==> src/rtl/b32sc_pkg.sv <==
// b32sc_pkg: types, constants and alphabet functions for the base32 stream codec
// no dependencies; imported by every module of the codec
`default_nettype none

package b32sc_pkg;

  localparam int MAX_RES = 3;
  localparam int CFG_AW  = 3;

  localparam logic DIR_ENCODE = 1'b0;
  localparam logic DIR_DECODE = 1'b1;

  // word index of the direction register
  localparam logic IDX_DIRECTION = 1'b0;

  typedef struct packed {
    logic [7:0] data_in;
    logic       in_last;
  } in_item_t;

  typedef struct packed {
    logic [7:0] data_out;
    logic       data_valid;
    logic       out_last;
    logic       bad_symbol;
  } out_item_t;

  // results caused by one input item, res[0] leaves first
  typedef struct packed {
    out_item_t [MAX_RES-1:0] res;
    logic [1:0]              num;
  } q_entry_t;

  typedef struct packed {
    logic dir;
    logic clr;
  } front_ctl_t;

  function automatic logic [7:0] sym_char(input logic [4:0] v);
    logic [7:0] c;
    case (v)
      5'd0:  c = "A";
      5'd1:  c = "B";
      5'd2:  c = "C";
      5'd3:  c = "D";
      5'd4:  c = "E";
      5'd5:  c = "F";
      5'd6:  c = "G";
      5'd7:  c = "H";
      5'd8:  c = "J";
      5'd9:  c = "K";
      5'd10: c = "M";
      5'd11: c = "N";
      5'd12: c = "P";
      5'd13: c = "Q";
      5'd14: c = "R";
      5'd15: c = "S";
      5'd16: c = "T";
      5'd17: c = "V";
      5'd18: c = "W";
      5'd19: c = "X";
      5'd20: c = "Y";
      5'd21: c = "Z";
      5'd22: c = "2";
      5'd23: c = "3";
      5'd24: c = "4";
      5'd25: c = "5";
      5'd26: c = "6";
      5'd27: c = "7";
      5'd28: c = "8";
      5'd29: c = "9";
      5'd30: c = "0";
      5'd31: c = "1";
      default: c = "A";
    endcase
    return c;
  endfunction

  // returns {hit, value}
  function automatic logic [5:0] sym_lookup(input logic [7:0] ch);
    logic [5:0] r;
    r = '0;
    for (int i = 0; i < 32; i++) begin
      if (sym_char(5'(i)) == ch) begin
        r = {1'b1, 5'(i)};
      end
    end
    return r;
  endfunction

endpackage

`default_nettype wire

==> src/rtl/b32sc_queue.sv <==
// b32sc_queue: short fifo of result groups between front and back
// depends on b32sc_pkg for the entry type
`default_nettype none

module b32sc_queue
  import b32sc_pkg::*;
#(
  parameter int DEPTH = 2
) (
  input  wire logic     clk,
  input  wire logic     rst_n,
  input  wire logic     push,
  input  q_entry_t      wdata,
  input  wire logic     pop,
  output q_entry_t      head,
  output logic          full,
  output logic          empty
);

  localparam int PW = (DEPTH > 1) ? $clog2(DEPTH) : 1;
  localparam int CW = $clog2(DEPTH + 1);
  localparam logic [PW-1:0] LAST_PTR = PW'(DEPTH - 1);
  localparam logic [CW-1:0] DEPTH_C  = CW'(DEPTH);

  q_entry_t        mem_r [DEPTH];
  logic [PW-1:0]   wptr_r, wptr_nxt;
  logic [PW-1:0]   rptr_r, rptr_nxt;
  logic [CW-1:0]   cnt_r, cnt_nxt;
  logic            do_push, do_pop;

  assign full    = (cnt_r == DEPTH_C);
  assign empty   = (cnt_r == '0);
  assign do_push = push && !full;
  assign do_pop  = pop && !empty;
  assign head    = mem_r[rptr_r];

  always_comb begin
    wptr_nxt = wptr_r;
    rptr_nxt = rptr_r;
    cnt_nxt  = cnt_r;
    if (do_push) begin
      wptr_nxt = (wptr_r == LAST_PTR) ? '0 : wptr_r + 1'b1;
    end
    if (do_pop) begin
      rptr_nxt = (rptr_r == LAST_PTR) ? '0 : rptr_r + 1'b1;
    end
    if (do_push && !do_pop) begin
      cnt_nxt = cnt_r + 1'b1;
    end else if (do_pop && !do_push) begin
      cnt_nxt = cnt_r - 1'b1;
    end
  end

  always_ff @(posedge clk) begin
    if (!rst_n) begin
      wptr_r <= '0;
      rptr_r <= '0;
      cnt_r  <= '0;
    end else begin
      wptr_r <= wptr_nxt;
      rptr_r <= rptr_nxt;
      cnt_r  <= cnt_nxt;
    end
  end

  always_ff @(posedge clk) begin
    if (do_push) begin
      mem_r[wptr_r] <= wdata;
    end
  end

endmodule

`default_nettype wire

==> src/rtl/b32sc_front.sv <==
// b32sc_front: accepts items, keeps the bit buffer and builds each item's result group
// depends on b32sc_pkg for item types and the alphabet functions
`default_nettype none

module b32sc_front
  import b32sc_pkg::*;
(
  input  wire logic  clk,
  input  wire logic  rst_n,
  input  front_ctl_t ctl,
  input  wire logic  in_valid,
  output logic       in_ready,
  input  in_item_t   in_data,
  input  wire logic  q_full,
  output logic       push,
  output q_entry_t   entry
);

  logic [11:0] bit_buffer_r, bit_buffer_nxt;
  logic [3:0]  bit_count_r, bit_count_nxt;
  logic        discarding_r, discarding_nxt;

  logic        accept;
  logic [11:0] ebuf, dbuf;
  logic [3:0]  ecnt, dcnt, rem;
  logic [5:0]  lk;
  logic [1:0]  n;
  q_entry_t    ent;
  out_item_t   marker;

  assign in_ready = !q_full;
  assign accept   = in_valid && in_ready;
  assign push     = accept && (ent.num != '0);
  assign entry    = ent;

  always_comb begin
    bit_buffer_nxt = bit_buffer_r;
    bit_count_nxt  = bit_count_r;
    discarding_nxt = discarding_r;
    ent    = '0;
    n      = '0;
    rem    = '0;
    dcnt   = '0;
    dbuf   = '0;
    marker = '{data_out: 8'd0, data_valid: 1'b0, out_last: 1'b1, bad_symbol: 1'b0};
    ebuf   = {bit_buffer_r[3:0], in_data.data_in};
    ecnt   = bit_count_r + 4'd8;
    lk     = sym_lookup(in_data.data_in);

    if (ctl.dir == DIR_ENCODE) begin
      // first group always completes (8 to 12 bits pending)
      ent.res[0] = '{data_out: sym_char(5'(ebuf >> (ecnt - 4'd5))), data_valid: 1'b1,
                     out_last: 1'b0, bad_symbol: 1'b0};
      if (ecnt >= 4'd10) begin
        rem = ecnt - 4'd10;
        ent.res[1] = '{data_out: sym_char(5'(ebuf >> rem)), data_valid: 1'b1,
                       out_last: 1'b0, bad_symbol: 1'b0};
        n = 2'd2;
      end else begin
        rem = ecnt - 4'd5;
        n = 2'd1;
      end
      if (in_data.in_last) begin
        // flush leftover bits, zero-filled on the right
        if (rem != '0) begin
          ent.res[n] = '{data_out: sym_char(5'(ebuf[4:0] << (3'd5 - rem[2:0]))),
                         data_valid: 1'b1, out_last: 1'b0, bad_symbol: 1'b0};
          n = n + 2'd1;
        end
        ent.res[n - 2'd1].out_last = 1'b1;
        bit_buffer_nxt = '0;
        bit_count_nxt  = '0;
        discarding_nxt = 1'b0;
      end else begin
        bit_buffer_nxt = ebuf;
        bit_count_nxt  = rem;
      end
    end else if (discarding_r) begin
      if (in_data.in_last) begin
        ent.res[0] = marker;
        n = 2'd1;
        bit_buffer_nxt = '0;
        bit_count_nxt  = '0;
        discarding_nxt = 1'b0;
      end
    end else if (!lk[5]) begin
      ent.res[0] = '{data_out: 8'd0, data_valid: 1'b0, out_last: in_data.in_last,
                     bad_symbol: 1'b1};
      n = 2'd1;
      if (in_data.in_last) begin
        bit_buffer_nxt = '0;
        bit_count_nxt  = '0;
        discarding_nxt = 1'b0;
      end else begin
        discarding_nxt = 1'b1;
      end
    end else begin
      dbuf = {bit_buffer_r[6:0], lk[4:0]};
      dcnt = bit_count_r + 4'd5;
      if (dcnt >= 4'd8) begin
        dcnt = dcnt - 4'd8;
        ent.res[0] = '{data_out: 8'(dbuf >> dcnt), data_valid: 1'b1,
                       out_last: in_data.in_last, bad_symbol: 1'b0};
        n = 2'd1;
      end
      if (in_data.in_last) begin
        if (n == '0) begin
          ent.res[0] = marker;
          n = 2'd1;
        end
        bit_buffer_nxt = '0;
        bit_count_nxt  = '0;
        discarding_nxt = 1'b0;
      end else begin
        bit_buffer_nxt = dbuf;
        bit_count_nxt  = dcnt;
      end
    end
    ent.num = n;
  end

  always_ff @(posedge clk) begin
    if (!rst_n || ctl.clr) begin
      bit_buffer_r <= '0;
      bit_count_r  <= '0;
      discarding_r <= 1'b0;
    end else if (accept) begin
      bit_buffer_r <= bit_buffer_nxt;
      bit_count_r  <= bit_count_nxt;
      discarding_r <= discarding_nxt;
    end
  end

endmodule

`default_nettype wire

==> src/rtl/b32sc_back.sv <==
// b32sc_back: walks the head result group and sends one result per cycle while the receiver is ready
// depends on b32sc_pkg for the entry and result types
`default_nettype none

module b32sc_back
  import b32sc_pkg::*;
(
  input  wire logic clk,
  input  wire logic rst_n,
  input  wire logic q_empty,
  input  q_entry_t  head,
  output logic      pop,
  output logic      out_valid,
  input  wire logic out_ready,
  output out_item_t out_data
);

  logic [1:0] sel_r;
  logic       out_valid_r;
  out_item_t  out_data_r;
  logic       load;
  logic       last_sel;

  assign load      = !q_empty && (!out_valid_r || out_ready);
  assign last_sel  = (sel_r == head.num - 2'd1);
  assign pop       = load && last_sel;
  assign out_valid = out_valid_r;
  assign out_data  = out_data_r;

  always_ff @(posedge clk) begin
    if (!rst_n) begin
      out_valid_r <= 1'b0;
      sel_r       <= '0;
    end else begin
      if (load) begin
        out_valid_r <= 1'b1;
        sel_r       <= last_sel ? 2'd0 : sel_r + 2'd1;
      end else if (out_ready) begin
        out_valid_r <= 1'b0;
      end
    end
  end

  always_ff @(posedge clk) begin
    if (load) begin
      out_data_r <= head.res[sel_r];
    end
  end

endmodule

`default_nettype wire

==> src/rtl/base32_stream_codec.sv <==
// base32_stream_codec: top level, apb register, front, queue and back
// depends on b32sc_pkg, b32sc_front, b32sc_queue and b32sc_back
`default_nettype none

// streaming base32 codec, fixed 32-symbol alphabet, msb first, no padding.
// direction (register 0, byte address 0) picks encode (0) or decode (1); any
// write to it aborts the stream in progress, so write it only between streams.
// every request gives from zero to three results: encode emits one or two
// characters per byte plus a flush character on a last byte with bits left,
// decode emits at most one byte per character, an error result with
// bad_symbol for a character outside the alphabet, and a marker (data_valid 0,
// out_last 1) on a last request that yields no data. after an error the rest
// of the stream up to its last request is dropped and already sent bytes must
// be rejected downstream. timing: the front takes one request per cycle while
// the queue has room; the back sends one result per cycle from the head group
// while the receiver is ready, so throughput is set by the result count. the
// first result of a request is registered in the queue entry and then in the
// output register. no clearing pass after reset.

module base32_stream_codec
  import b32sc_pkg::*;
#(
  parameter int QDEPTH = 2
) (
  input  wire logic              clk,
  input  wire logic              rst_n,
  // request channel
  input  wire logic              in_valid,
  output logic                   in_ready,
  input  in_item_t               in_data,
  // result channel
  output logic                   out_valid,
  input  wire logic              out_ready,
  output out_item_t              out_data,
  // apb configuration port
  input  wire logic              psel,
  input  wire logic              penable,
  input  wire logic              pwrite,
  input  wire logic [CFG_AW-1:0] paddr,
  input  wire logic [31:0]       pwdata,
  output logic [31:0]            prdata,
  output logic                   pready
);

  logic       dir_r;
  logic       dir_wr;
  front_ctl_t ctl;
  logic       q_push, q_pop, q_full, q_empty;
  q_entry_t   q_wdata, q_head;

  // register file: one word, decoded on the word index
  assign pready = 1'b1;
  assign dir_wr = psel && penable && pwrite && pready && (paddr[2] == IDX_DIRECTION);
  assign prdata = (paddr[2] == IDX_DIRECTION) ? {31'd0, dir_r} : 32'd0;

  always_ff @(posedge clk) begin
    if (!rst_n) begin
      dir_r <= DIR_ENCODE;
    end else if (dir_wr) begin
      dir_r <= pwdata[0];
    end
  end

  // the write also clears the stream state in the front
  assign ctl = '{dir: dir_r, clr: dir_wr};

  // front: classify each request and build its result group
  b32sc_front u_front (
    .clk      (clk),
    .rst_n    (rst_n),
    .ctl      (ctl),
    .in_valid (in_valid),
    .in_ready (in_ready),
    .in_data  (in_data),
    .q_full   (q_full),
    .push     (q_push),
    .entry    (q_wdata)
  );

  // queue of result groups, decouples request and result sides
  b32sc_queue #(
    .DEPTH (QDEPTH)
  ) u_queue (
    .clk   (clk),
    .rst_n (rst_n),
    .push  (q_push),
    .wdata (q_wdata),
    .pop   (q_pop),
    .head  (q_head),
    .full  (q_full),
    .empty (q_empty)
  );

  // back: serialize the head group into the output register
  b32sc_back u_back (
    .clk       (clk),
    .rst_n     (rst_n),
    .q_empty   (q_empty),
    .head      (q_head),
    .pop       (q_pop),
    .out_valid (out_valid),
    .out_ready (out_ready),
    .out_data  (out_data)
  );

  // a result without data is always an error or an end marker
  a_nodata_kind: assert property (@(posedge clk) disable iff (!rst_n)
    out_valid && !out_data.data_valid |-> out_data.out_last || out_data.bad_symbol)
    else $error("result without data is neither error nor end marker");

  // a result without data carries a zero data field
  a_nodata_zero: assert property (@(posedge clk) disable iff (!rst_n)
    out_valid && !out_data.data_valid |-> out_data.data_out == 8'd0)
    else $error("result without data has nonzero data_out");

  // queued groups always hold one to three results
  a_group_size: assert property (@(posedge clk) disable iff (!rst_n)
    !q_empty |-> q_head.num != 2'd0)
    else $error("queued result group has zero results");

  // a pushed group is never empty
  a_push_size: assert property (@(posedge clk) disable iff (!rst_n)
    q_push |-> q_wdata.num != 2'd0)
    else $error("empty result group pushed");

endmodule

`default_nettype wire

==> config.mk <==
export PLATFORM = sky130hd
export DESIGN_NAME = base32_stream_codec
export DESIGN_NICKNAME = d
export VERILOG_FILES = /design/src/rtl/b32sc_pkg.sv /design/src/rtl/b32sc_queue.sv /design/src/rtl/b32sc_front.sv /design/src/rtl/b32sc_back.sv /design/src/rtl/base32_stream_codec.sv
export SDC_FILE = /design/constraint.sdc
export NUM_CORES = 1
export LEC_CHECK = 0
export ABC_AREA = 1
export BUFFER_PORTS_ARGS = -buffer_cell sky130_fd_sc_hd__buf_2
export CORE_MARGIN = 8
export CORE_UTILIZATION = 40
export CTS_CLUSTER_DIAMETER = 40
export DETAILED_ROUTE_END_ITERATION = 16
export SYNTH_ARGS = -nofsm -noshare
export SYNTH_HDL_FRONTEND = slang
export SYNTH_SLANG_ARGS = --single-unit
==> constraint.sdc <==
create_clock -name clk -period 8.32 [get_ports clk]
set_input_delay 2.496 -clock clk [delete_from_list [all_inputs] [get_ports clk]]
set_output_delay 2.496 -clock clk [all_outputs]
set_load 0.05 [all_outputs]
==> impl_metrics.env <==
export IMPL_globalplace_congestion=0.922
export IMPL_syn_to_final_growth_pct=6.91
export IMPL_sink_of_the_worst_hold_path="u_queue.cnt_r[1]$_SDFFE_PN0P_"
export IMPL_async_flop_share_pct=0
export IMPL_antenna_found_initial=0
export IMPL_total_of_flip_flops_plus_latches_after_synthesis=90
export IMPL_hpwl_um=13700
export IMPL_pwr_share_clk_pct=14.9
export IMPL_cts_root_buffer_cell="sky130_fd_sc_hd__clkbuf_16"
export IMPL_timing_rr_end="u_queue.cnt_r[1]$_SDFFE_PN0P_"
export IMPL_io_pins=97
export IMPL_critPathBufInv=2
export IMPL_antenna_violating_nets_post_route=0
export IMPL_switching_share_pct=49.4
export IMPL_max_slew_worst_pin_slew_ns=0.869
export IMPL_arrival_ns=2.98
export IMPL_synth_lib_cells_used_distinct=59
export IMPL_synth_edff_count=69
export IMPL_post_route_min_period_ns=5.47
export IMPL_tritoncts_buffers=9
export IMPL_timing_setup_tns_ns=0
export IMPL_floorplan_die_height_um=146
export IMPL_clkSinkCount=90
export IMPL_slew_headroom_pct=41.8
export IMPL_antennaDiodeCount=0
export IMPL_worstPathRequired_ns=5.82
export IMPL_synthCells=927
export IMPL_grt_max_degree=33
export IMPL_cap_violations=0
export IMPL_synth_top_area_cell="sky130_fd_sc_hd__edfxtp_1"
export IMPL_drtIter0Drc=503
export IMPL_critical_path_max_stage_delay_ns=0.29
export IMPL_intPower_uw=1390
export IMPL_r2r_cells=19
export IMPL_max_vdd_ir_drop_mv=0.149
export IMPL_power_density_nw_per_um2=378
export IMPL_end_kind="primary output"
export IMPL_grt_usage_pct=16.8
export IMPL_clk_transition_reported_paths_ns=0.06
export IMPL_worst_path_dominant_cell_family="buffers and inverters"
export IMPL_avgViaCountPerCell=5.28
export IMPL_power_leakage_uw=0.00317
export IMPL_rows=47
export IMPL_wire_per_inst_um=15.6
export IMPL_setup_repair_after_global_routing_missed_its_margin="no"
export IMPL_power_share_sequential_pct=27.7
export IMPL_filler_cell_count=1755
export IMPL_drt_pre_antenna_iters=5
export IMPL_critical_path_class="in2out"
export IMPL_timing_hold_ws_ns=0.493
export IMPL_min_delay_path_depth=2
export IMPL_post_cts_resized_instances=0
export IMPL_timing_hold_worst_class="reg2reg"
export IMPL_mappedNetlistArea_um2=6810
export IMPL_postCtsSetupBuffers=0
export IMPL_regToRegSetupSlack_ns=3.43
export IMPL_finalHoldViolCount=0
export IMPL_r2r_start="u_front.bit_count_r[1]$_SDFFE_PP0P_"
export IMPL_fp_coreArea_um2=16600
export IMPL_seq_area_frac_synth_pct=36.6
export IMPL_timing_max_transition_violations_final=0
export IMPL_synthDominantCellAreaShare_pct=30.4
export IMPL_synth_top_flop_cell="sky130_fd_sc_hd__edfxtp_1"
export IMPL_setup_violations_final=0
export IMPL_drive_above_1_share_pct=9.65
export IMPL_grt_pass1_wl_um=29300
export IMPL_placement_io_buffers=31
export IMPL_timing_critical_path_from_type="input pin"
export IMPL_cts_htree_levels=3
export IMPL_status="finished clean"
export IMPL_post_synth_main_area_contributors="sky130_fd_sc_hd__edfxtp_1 30%, sky130_fd_sc_hd__nand2_1 10%, sky130_fd_sc_hd__o21ai_0 7.9%"
export IMPL_hold_path_startpoint="u_queue.cnt_r[1]$_SDFFE_PN0P_"
export IMPL_finClkSkew_ns=0.00912
export IMPL_final_net_count=1014
export IMPL_achievable_frequency_mhz=183
export IMPL_combinationalPowerShare_pct=57.4
export IMPL_synthesis_area_per_instance_um2=7.35
export IMPL_route_detailed_drc=0
export IMPL_synth_yosys_warnings=0
export IMPL_floorplan_die_area_um2=21500
export IMPL_cts_tree="built"
export IMPL_cp_common_cell="sky130_fd_sc_hd__buf_2"
export IMPL_timing_critical_path_cells="buf_2 -> nor2_1 -> buf_2"
export IMPL_global_route_overflow_total=0
export IMPL_max_fanout_on_critical_path=2
export IMPL_die_width_um=146
export IMPL_initial_utilization_pct=40.9
export IMPL_routed_via_count=6140
export IMPL_max_stage_delay_cell_worst_path="sky130_fd_sc_hd__buf_2"
export IMPL_cts_hold_buffers=0
export IMPL_power_switching_uw=1360
export IMPL_final_min_period_over_clock_period_pct=65.8
export IMPL_drt_total_wl_um=18200
export IMPL_ctsLongestPathBuffers=2
export IMPL_grt_pass1_vias=5558
export IMPL_clk_insertion_delay_late_ns=0.34
-- sequential cells by signal (all words and copies together), names as in the netlist, named ones only --
register / flops
u_front.bit_count_r: 4
u_back.sel_r: 2
dir_r: 1
u_back.out_data: 11
u_back.out_valid: 1
u_front.discarding_r: 1
u_front.bit_buffer_r: 7
u_queue.mem_r: 58
u_queue.cnt_r: 2
u_queue.rptr_r: 1
u_queue.wptr_r: 1
-- synth_stat cells, types with 2 or more instances --
library cell	number
sky130_fd_sc_hd__a21oi_2	3
sky130_fd_sc_hd__nand4_1	6
sky130_fd_sc_hd__dfxtp_1	21
sky130_fd_sc_hd__clkbuf_1	19
sky130_fd_sc_hd__clkinv_1	5
sky130_fd_sc_hd__o21bai_1	2
sky130_fd_sc_hd__o21ai_2	3
sky130_fd_sc_hd__o21a_1	5
sky130_fd_sc_hd__buf_6	2
sky130_fd_sc_hd__or2_2	3
sky130_fd_sc_hd__o31ai_1	3
sky130_fd_sc_hd__and3_1	2
sky130_fd_sc_hd__nor2_1	113
sky130_fd_sc_hd__nand3_2	2
sky130_fd_sc_hd__buf_1	2
sky130_fd_sc_hd__nand2_1	184
sky130_fd_sc_hd__o211ai_1	16
sky130_fd_sc_hd__ha_1	25
sky130_fd_sc_hd__o311ai_0	2
sky130_fd_sc_hd__inv_1	89
sky130_fd_sc_hd__o21ai_0	107
sky130_fd_sc_hd__buf_4	36
sky130_fd_sc_hd__a21oi_1	76
sky130_fd_sc_hd__o21ai_1	8
sky130_fd_sc_hd__conb_1	2
sky130_fd_sc_hd__nand2_2	6
sky130_fd_sc_hd__nor2_2	2
sky130_fd_sc_hd__nor3_1	7
sky130_fd_sc_hd__xor2_1	5
sky130_fd_sc_hd__o221ai_1	5
sky130_fd_sc_hd__a31oi_1	2
sky130_fd_sc_hd__nand3_1	46
sky130_fd_sc_hd__buf_2	7
sky130_fd_sc_hd__o22ai_1	10
sky130_fd_sc_hd__inv_2	4
sky130_fd_sc_hd__o211ai_2	4
sky130_fd_sc_hd__nor4_1	3
sky130_fd_sc_hd__edfxtp_1	69
-- area by class of cell --
class                      instances  area (µm²)  share of cell area [%]
multi-input combinational        699        3620                    49.7
timing repair buffer              38         208                    2.85
clock inverter                     7        78.8                    1.08
tap                              220         275                    3.78
inverter                         100         379                    5.21
sequential                        90        2490                    34.2
clock buffer                       9         225                    3.09
-- power by group through the flow --
stage	Sequential (µW)	Clock [µW]	Combinational, µW
6_report	762	411	1580
5_1_grt	778	437	1770
4_1_cts	764	419	1580
3_5_place_dp	771	0	1570
3_3_place_gp	769	0	1560
2_1_floorplan	861	0	1120
-- how the worst max path moves through the flow --
stage,from,endpoint,slack [ns],cells after the start
after floorplan,in_data[4],u_queue.mem_r[0][0]$_DFFE_PP_,2.60,14
after global placement,in_data[2],u_queue.cnt_r[1]$_SDFFE_PN0P_,2.81,19
after detailed placement,in_data[2],u_queue.cnt_r[1]$_SDFFE_PN0P_,2.76,19
after CTS,paddr[2],prdata[0],2.84,3
after global routing,in_data[1],u_queue.cnt_r[1]$_SDFFE_PN0P_,2.79,19
final,paddr[2],prdata[0],2.85,3
-- cell families (layout without fill, tap and decap cells) --
family                   after synthesis  after routing  share of synthesized area [%]
flip-flops                            90             90                           36.6
adder cells (fa/ha/maj)               25             25                           4.59
XOR/XNOR                               8              8                           1.42
AO/OA/AOI/OAI                        253            253                           21.7
buffers and inverters                168            154                           11.9
other                                  2             32                          0.110
multiplexers                           1              1                          0.147
AND/OR/NAND/NOR                      380            380                           23.6
-- placed cells by master (no fill, tap or decap), types with 2 or more instances in the layout --
master	count
sky130_fd_sc_hd__a21oi_1	76
sky130_fd_sc_hd__a21oi_2	3
sky130_fd_sc_hd__a31oi_1	2
sky130_fd_sc_hd__and3_1	2
sky130_fd_sc_hd__buf_2	31
sky130_fd_sc_hd__buf_4	7
sky130_fd_sc_hd__clkbuf_16	9
sky130_fd_sc_hd__clkinv_1	6
sky130_fd_sc_hd__clkinv_4	3
sky130_fd_sc_hd__conb_1	32
sky130_fd_sc_hd__dfxtp_1	21
sky130_fd_sc_hd__edfxtp_1	69
sky130_fd_sc_hd__ha_1	25
sky130_fd_sc_hd__inv_1	89
sky130_fd_sc_hd__inv_2	4
sky130_fd_sc_hd__nand2_1	184
sky130_fd_sc_hd__nand2_2	6
sky130_fd_sc_hd__nand3_1	46
sky130_fd_sc_hd__nand3_2	2
sky130_fd_sc_hd__nand4_1	6
sky130_fd_sc_hd__nor2_1	112
sky130_fd_sc_hd__nor2_2	3
sky130_fd_sc_hd__nor3_1	7
sky130_fd_sc_hd__nor4_1	3
sky130_fd_sc_hd__o211ai_1	16
sky130_fd_sc_hd__o211ai_2	4
sky130_fd_sc_hd__o21a_1	5
sky130_fd_sc_hd__o21ai_0	107
sky130_fd_sc_hd__o21ai_1	8
sky130_fd_sc_hd__o21ai_2	3
sky130_fd_sc_hd__o21bai_1	2
sky130_fd_sc_hd__o221ai_1	5
sky130_fd_sc_hd__o22ai_1	10
sky130_fd_sc_hd__o311ai_0	2
sky130_fd_sc_hd__o31ai_1	3
sky130_fd_sc_hd__or2_2	3
sky130_fd_sc_hd__xor2_1	5
-- tightest hold or removal path, cell delays in order, from the launching register on --
cell	delay, ns
sky130_fd_sc_hd__dfxtp_1	0.31
sky130_fd_sc_hd__inv_1	0.08
sky130_fd_sc_hd__a21oi_1	0.06
-- per-layer routing --
metal | track usage, % | wire length (µm) | vias up
li1 | - | - | 3099
met1 | 21.7 | 8110 | 2841
met2 | 27.7 | 8660 | 170
met3 | 2.69 | 907 | 30
met4 | 6.49 | 478 | 0
met5 | 0 | 0 | -
-- per-stage QoR --
| stage | total power [µW] | instances | area (µm²) | worst slack, ns | util, % |
|---|---|---|---|---|---|
| 2_1_floorplan | 1980 | 957 | 6920 | 2.60 | - |
| 3_3_place_gp | 2330 | 1147 | 6980 | 2.81 | 41.9 |
| 3_5_place_dp | 2340 | 1147 | 6980 | 2.76 | 41.9 |
| 4_1_cts | 2760 | 1163 | 7280 | 2.84 | 43.7 |
| 5_1_grt | 2990 | 1163 | 7280 | 2.79 | 43.7 |
| 6_report | 2750 | 1163 | 7280 | 2.85 | 43.7 |
No activity file was read; power rests on OpenSTA's default activity.
